`config.mk`:
```
export PLATFORM = sky130hd
export DESIGN_NAME = pcse_ctrl
export DESIGN_NICKNAME = d
export VERILOG_FILES = /design/src/rtl/core/pcse_pkg.sv /design/src/rtl/core/pcse_ctrl.sv
export SDC_FILE = /design/constraint.sdc
export NUM_CORES = 1
export LEC_CHECK = 0
export BUFFER_PORTS_ARGS = -buffer_cell sky130_fd_sc_hd__buf_2
export CAP_MARGIN = 20
export CORE_AREA = 2 2 39 41
export CTS_CLUSTER_SIZE = 28
export DETAILED_ROUTE_END_ITERATION = 10
export DIE_AREA = 0 0 41 43
export PLACE_DENSITY = 0.37
export SLEW_MARGIN = 40
export SYNTH_ARGS = -nofsm -noshare
export SYNTH_HDL_FRONTEND = slang
export SYNTH_SLANG_ARGS = --single-unit
```
`constraint.sdc`:
```
create_clock -name clk -period 2.6 [get_ports clk]
set_clock_uncertainty 0.2 [all_clocks]
set_input_delay 0 -clock clk [delete_from_list [all_inputs] [get_ports clk]]
set_output_delay 0 -clock clk [all_outputs]
set_load 0.005 [all_outputs]
```
`src/rtl/core/pcse_pkg.sv`:
```
`timescale 1ns / 1ps
`default_nettype none

package pcse_pkg;

  // default sizing
  localparam int PLANE_COUNT_DEF = 3;
  localparam int SPACE_MAX_DEF   = 4096;

  // request kinds
  localparam logic [1:0] REQ_CFG_RD = 2'd0;
  localparam logic [1:0] REQ_CFG_WR = 2'd1;
  localparam logic [1:0] REQ_RAW_RD = 2'd2;
  localparam logic [1:0] REQ_RAW_WR = 2'd3;

  // byte planes
  localparam logic [1:0] PLANE_VALUE  = 2'd0;
  localparam logic [1:0] PLANE_RDONLY = 2'd1;
  localparam logic [1:0] PLANE_W1C    = 2'd2;

  // completion status
  localparam logic [1:0] STAT_OK        = 2'd0;
  localparam logic [1:0] STAT_PARAM_ERR = 2'd1;
  localparam logic [1:0] STAT_RAW_REJ   = 2'd2;

  // register file
  localparam int          CFG_IDX_W  = 1;
  localparam int          CFG_DATA_W = 16;
  localparam logic [0:0]  CFG_DEVICE = 1'b0;
  localparam logic [0:0]  CFG_SPACE  = 1'b1;
  localparam logic [12:0] SPACE_RST  = 13'd256;

  localparam logic [31:0] ALL_ONES = 32'hffff_ffff;

  // controller to datapath
  typedef struct packed {
    logic accept;
    logic finish;
    logic clear;
  } pcse_cmd_t;

  // datapath to controller
  typedef struct packed {
    logic clear_last;
  } pcse_sts_t;

endpackage

`default_nettype wire

```
`src/rtl/core/pcse_ctrl.sv`:
```
`timescale 1ns / 1ps
`default_nettype none

module pcse_ctrl (
  input  wire                 clk,
  input  wire                 rst_n,
  input  wire                 in_tvalid,
  output logic                in_tready,
  output logic                out_tvalid,
  input  wire                 out_tready,
  output pcse_pkg::pcse_cmd_t cmd,
  input  pcse_pkg::pcse_sts_t sts
);

  localparam logic [1:0] S_CLEAR = 2'd0;
  localparam logic [1:0] S_IDLE  = 2'd1;
  localparam logic [1:0] S_RESP  = 2'd2;

  logic [1:0] state_r, state_nxt;
  logic       out_valid_r, out_valid_nxt;

  // commands to the datapath
  always_comb begin
    cmd.clear  = (state_r == S_CLEAR);
    cmd.accept = (state_r == S_IDLE) && in_tvalid;
    cmd.finish = (state_r == S_RESP) && (!out_valid_r || out_tready);
  end

  assign in_tready  = (state_r == S_IDLE);
  assign out_tvalid = out_valid_r;

  // next state
  always_comb begin
    state_nxt = state_r;
    case (state_r)
      S_CLEAR: begin
        if (sts.clear_last) state_nxt = S_IDLE;
      end
      S_IDLE: begin
        if (cmd.accept) state_nxt = S_RESP;
      end
      S_RESP: begin
        if (cmd.finish) state_nxt = S_IDLE;
      end
      default: state_nxt = S_CLEAR;
    endcase
  end

  // result beat held until taken
  always_comb begin
    out_valid_nxt = out_valid_r;
    if (cmd.finish) out_valid_nxt = 1'b1;
    else if (out_tready) out_valid_nxt = 1'b0;
  end

  always_ff @(posedge clk) begin
    if (!rst_n) begin
      state_r     <= S_CLEAR;
      out_valid_r <= 1'b0;
    end else begin
      state_r     <= state_nxt;
      out_valid_r <= out_valid_nxt;
    end
  end

endmodule

`default_nettype wire

```
# Word-level counts from Yosys, hierarchy flattened
# Cells that the tools add are included.
[op_classes] n_mul=0 div=0 bitwise_logic=0 shifts=0 n_reduce_logical=7 n_lt_le_gt_ge=0 n_mux=6 n_eq_ne=5 add_sub_neg=0
[ops] operator="two-way mux 2 bit" count=3
[ops] operator="one-hot mux 2 bit (3 select lines)" count=1
[ops] operator="!= test 2 x 1 -> 1 bit, second input constant" count=2
[ops] operator="AND reduction 3 bit" count=1
[ops] operator="== test 2 x 1 -> 1 bit, second input constant" count=1
[ops] operator="== test 2 bit, second input constant" count=1
[ops] operator="logical AND 1 bit" count=2
[ops] operator="zero test 2 bit" count=1
[ops] operator="two-way mux 1 bit" count=2
[ops] operator="!= test 2 bit, second input constant" count=1
[ops] operator="nonzero test 2 bit" count=1
[ops] operator="zero test 1 bit" count=1
[ops] operator="logical OR 1 bit" count=1
[totals] inputBits=5 output_inout_bits=5 latch_bits=0 memories=0 wordCells=20 mem_bits_rw=0 mem_bits_ro=0 reg_bits=3

# Longest topological paths before layout
# Gate-level depths: netlist (run 1).
[depth] ltp_word=5 mapped_depth=3

# Worst setup path before layout (run 1)
# Ideal clock, no wire load.
[synth_path] path_type="flip-flop to flip-flop" from="register state_r[1]" to="register state_r[1]" slack_ns=1.510 path_stages_with_launch=3 arrival_time_ns=0.775 n_path_buf=0 path_cell_list="dfxtp_1 > and3b_2 > o21a_1"
[synth_rtl] element="from (decl)" line_no="pcse_ctrl.sv:19" rtl="logic [1:0] state_r, state_nxt;"
[synth_rtl] element="from (signal assigned)" line_no="pcse_ctrl.sv:61" rtl="state_r <= state_nxt;"

# Final worst setup path (run 1)
[layout_path] from="register state_r[1]" to="register state_r[1]"
[layout_between] elab_chain_len=4
[layout_lines] element="== test 2 bit or == test 2 x 1 -> 1 bit (tied branches)" line_no="pcse_ctrl.sv:26, pcse_ctrl.sv:35, pcse_ctrl.sv:25"
[layout_lines] element="logical AND 1 bit, on equally long branches" line_no="pcse_ctrl.sv:26, pcse_ctrl.sv:25"
[layout_lines] element="!= test 2 bit (no source line) or != test 2 x 1 -> 1 bit (tied branches)"
[layout_lines] element="AND reduction 3 bit (no source line)"
# Several ways; a longest one is shown, not always the timed one.
# A chain may end at the register's enable or synchronous reset.

==> results of run 1 <==
-- power breakdown --
group	total, mW	switching (mW)	internal [mW]	leakage, nW
Combinational	0.0257	0.00851	0.0172	0.110
Sequential	0.0526	0.00373	0.0489	0.0246
Clock	0.0813	0.0238	0.0575	0.0150
Total	0.160	0.0360	0.124	0.150
-- logic make-up after synthesis --
family | share of synthesized area, %
AOI/OAI and AO/OA | 16.5
DFF | 34.5
and+or+nand+nor | 42.5
buffers and inverters | 6.47
-- cells in the final DEF (no fill, tap or decap) --
master	n
buf_2	9
dlygate4sd3_1	5
clkbuf_4	3
dfxtp_1	3
nand2b_1	2
nor2_1	2
and2b_1	1
nor2b_1	1
and3b_2	1
inv_1	1
a21oi_1	1
nor4bb_1	1
o21a_1	1
and3b_1	1
nand4bb_1	1
o41ai_2	1
clkbuf_1	1
-- worst max-delay path by stage --
stage / slack [ps] / cells past startpoint / end
2_1_floorplan: 1510 / 2 / state_r[1]
4_1_cts: 910 / 3 / state_r[1]
6_report: 880 / 3 / state_r[1]
3_5_place_dp: 1470 / 2 / state_r[1]
3_3_place_gp: 1480 / 2 / state_r[0]
5_1_grt: 820 / 3 / state_r[1]
-- state kept, by name, summed over array words and instances (netlist names) --
| name | flops |
|---|---|
| state_r | 2 |
| out_tvalid | 1 |
-- per-layer routing --
layer / part of all wire [%] / up-vias / wire [um]
li1: - / 98 / -
met3: 5.5 / 4 / 25
met4: 5.5 / 0 / 25
met1: 35 / 79 / 157
met5: 0 / - / 0
met2: 54 / 5 / 245
-- layout make-up --
cell class	count	area (um^2)
Inverter	1	3.75
Multi-Input combinational cell	13	103
Clock buffer	4	26.3
Timing Repair Buffer	14	95.1
Sequential cell	3	60.1
Fill cell	161	1080
Tap cell	16	20.0
-- worst max-delay path: stages (launching register included) --
cell and delay [ps]:
dfxtp_1 410, and3b_2 240, o21a_1 190, dlygate4sd3_1 560
-- repair_timing --
| action | in CTS | in global routing |
|---|---|---|
| setup endpoints to repair | 0 | 0 |
| hold buffers | 5 | 0 |
| endpoints found under the hold margin | 3 | 0 |
==> results.yml, run 1 <==
detailed_routing:
  num_vias: 186
  drtIter0Drc: 2
  drc: 0
  avgRoutedWirePerCell_um: 8.90
  ant_nets: 0
  routed_via_density: 3.65
  routed_wl_um: 454
  dr.pass1.iters: 4
cts:
  htree_levels: 1
  cts_setup_buffers: 0
  path_clk_slew_ps: 40
  cts-root-buf: "clkbuf_4"
  cts_buffers: 3
  clk_latency_ps: 230
  cts_tree: "yes"
  ctsLongestPathBuffers: 2
  cts.sinks: 3
  cts_resized: 0
yosys:
  ys_seq_elements: 3
  synth.largest_area_cell: "dfxtp_1"
  synth_commonest_cells: "3 x dfxtp_1, 2 x nand2b_1, 2 x nor2_1"
  syn-num-nets: 23
  synth_cells: 18
  async_flop_share_pct: 0
  synth-edff-count: 0
  yosys.area.top_type_share_pct: 34.5
  synth.distinct_cells: 14
  synth_flop_cell: "dfxtp_1"
  synth.yosys.seq_area_share_pct: 34.5
  synth_most_common_cell: "dfxtp_1"
  yosys-top-cells-area: "dfxtp_1 35%, o41ai_2 9.4%, nand2b_1 7.2%"
  synth.avg_cell_area_um2: 9.66
  yosys_warnings: 0
  syn_area_um2: 174
timing:
  fin_crit_ps: 1720
  worst_slack_ps: 878
  max_freq_mhz: 581
  rsz0062_at_grt: "false"
  relSlewSlack_pct: 80.2
  timing.final.crit_share_pct: 66.2
  worstMarginPinSlew_ps: 293
  final.setup.tns_ps: 0
  hold_violations: 0
  setup_viol_count_final: 0
  finalHoldWorstSlack_ps: 308
  drv_slew: 0
setup_path:
  critPathMaxFanout: 8
  reg2reg_depth: 3
  reg2reg_to: "state_r[1]"
  critPathArrivalTime_ps: 1630
  path_class: "reg2reg"
  cp.required_ps: 2510
  cp-startpoint: "state_r[1]"
  end_kind: "flop"
  start_kind: "flop"
  rrSetupSlack_ps: 880
  r2r_start: "state_r[1]"
floorplan:
  row_count: 14
  core-area_um2: 1380
  start_util_pct: 12.6
  die_y_um: 43
  ios: 10
  dieArea_um2: 1760
  die_x_um: 41
layout:
  antenna_cells: 0
  layout-drive-gt1-share_pct: 40.0
  fin_util_pct: 22.2
  design_area_um2: 308
  nets: 41
  stdcell_count: 51
  syn_to_final_growth_pct: 77.0
place:
  portBuffers: 9
  gp_congestion: 0.615
  placed_area_um2: 231
  place_ws_ps: 1470
  dpl.cell_count: 42
  dp_hpwl_um: 308
min_path:
  hold_end: "out_tvalid"
  hold_depth: 2
  min-delay-start: "out_tvalid"
  hp-class: "reg2reg"
grt:
  grt-ovfl-total: 0
  antenna_found_initial: 0
  grt_pass1_wl_um: 731
  met1_usage_pct: 6.13
  grt_max_degree: 9
  grt_pass1_vias: 187
  top_usage_layer: "met2"
  use_met2_pct: 10.0
  track_usage_pct: 6.93
  grtUsageMet3_pct: 3.14
pwr:
  power_density_nw_per_um2: 519
  ir_drop_mv: 0.109
  leakagePower_nw: 0.150
  design_power_total_uw: 160
outcome:
  status: "finished clean"
run:
  drv_cap: 0
No activity file was read; power rests on OpenSTA's default activity.
==> run 2, diff against run 1 <==
==> constraint.sdc (replaced) <==
create_clock -name clk -period 1.7 [get_ports clk]
set_clock_uncertainty 0.2 [all_clocks]
set_input_delay 0 -clock clk [delete_from_list [all_inputs] [get_ports clk]]
set_output_delay 0 -clock clk [all_outputs]
set_load 0.005 [all_outputs]
==> results.yml, run 2 (synthesis results as in run 1) <==
cts:
  cts_setup_buffers: 0
  cts_buffers: 3
  path_clk_slew_ps: 40
  cts_tree: "yes"
  htree_levels: 1
  clk_latency_ps: 230
  cts.sinks: 3
  ctsLongestPathBuffers: 2
  cts-root-buf: "clkbuf_4"
min_path:
  hold_depth: 1
  hp-class: "reg2reg"
floorplan:
  ios: 10
  core-area_um2: 1380
  die_y_um: 43
  row_count: 14
  die_x_um: 41
  dieArea_um2: 1760
  start_util_pct: 12.6
timing:
  max_freq_mhz: 811
  setup_viol_count_final: 0
  rsz0062_at_grt: "false"
  final.setup.tns_ps: 0
  worstMarginPinSlew_ps: 233
  relSlewSlack_pct: 84.3
  hold_violations: 0
  timing.final.crit_share_pct: 72.6
  fin_crit_ps: 1230
  drv_slew: 0
layout:
  stdcell_count: 50
  syn_to_final_growth_pct: 72.7
  layout_common_cells: "9 x buf_2, 4 x dlygate4sd3_1, 3 x clkbuf_4"
  final_common_cell: "buf_2"
  layout-drive-gt1-share_pct: 47.1
  largest_register: "state_r"
  antenna_cells: 0
  largest_reg_flops: 2
  nets: 40
run:
  drv_cap: 0
detailed_routing:
  dr.pass1.iters: 2
  routed_via_density: 3.58
  num_vias: 179
  ant_nets: 0
  avgRoutedWirePerCell_um: 8.42
  drtIter0Drc: 1
  drc: 0
  routed_wl_um: 421
pwr:
  ir_drop_mv: 0.212
  power_density_nw_per_um2: 798
  leakagePower_nw: 0.143
outcome:
  status: "finished clean"
grt:
  grt_max_degree: 9
  grt_pass1_wl_um: 759
  grt_pass1_vias: 182
  track_usage_pct: 7.02
  antenna_found_initial: 0
  grt-ovfl-total: 0
setup_path:
  reg2reg_depth: 2
  end_kind: "primary output"
  path_class: "in2out"
  cp.required_ps: 1500
  critPathMaxFanout: 3
  start_kind: "input port"
  critPathArrivalTime_ps: 1030
place:
  dpl.cell_count: 42
  dp_hpwl_um: 302
  gp_congestion: 0.648
  portBuffers: 9
==> run 2: cell types whose count changed in the layout (fill, tap and decap cells not counted) <==
| cell | change |
|---|---|
| dfxtp_2 | +2 |
| dlygate4sd3_1 | -1 |
| dfxtp_1 | -2 |
==> run 2: final timing paths <==
check / startpoint / endpoint / slack [ps]
worst min register to register: state_r[0] / state_r[0] / 310
worst max-delay path: out_tready / cmd[1] / 470
worst min-delay path: state_r[0] / state_r[0] / 310
worst max register to register: state_r[1] / state_r[0] / 590
==> run 2: power breakdown <==
part | switching [mW] | internal [mW]
combinational | 0.0123 | 0.0240
sequential | 0.00597 | 0.0756
clock | 0.0339 | 0.0878
total | 0.0522 | 0.187
==> run 2: layout make-up <==
cell class,count,area (um^2)
Timing Repair Buffer,13,85.1
Multi-Input combinational cell,13,103
Sequential cell,3,62.6
Clock buffer,4,26.3
Inverter,1,3.75
Fill cell,156,1080
Tap cell,16,20.0
==> run 2: through the flow <==
step / hold slack [ps] / setup slack [ps] / area [um^2] / utilization, % / total power, mW
after CTS: 319 / 12.4 / 308 / 22.2 / 0.248
after detailed placement: 43.5 / 558 / 231 / 16.7 / 0.112
after global placement: 35.5 / 580 / 231 / 16.7 / 0.111
final: 307 / 466 / 300 / 21.7 / 0.240
after global routing: 357 / 412 / 300 / 21.7 / 0.258
after floorplan: -82.2 / 610 / 174 / - / 0.0969
==> run 2: routing by layer <==
| layer | vias to the layer above | global-route usage, % | share of wire [%] |
|---|---|---|---|
| li1 | 95 | - | - |
| met2 | 3 | 9.38 | 54 |
| met4 | 0 | 4.00 | 0 |
| met5 | - | 0 | 0 |
| met3 | 0 | 6.28 | 6.9 |
| met1 | 81 | 7.05 | 39 |
==> run 2: repair_timing <==
item                                    CTS  global route
hold buffers                              5             0
hold endpoints to repair                  3             0
gates resized for setup                   0             2
endpoints found under the setup margin    0             1
==> run 2: critical path, cell delays in order <==
cell           delay, ps
dlygate4sd3_1        530
buf_2                130
nand2b_1             140
nor2b_1              120
buf_2                120
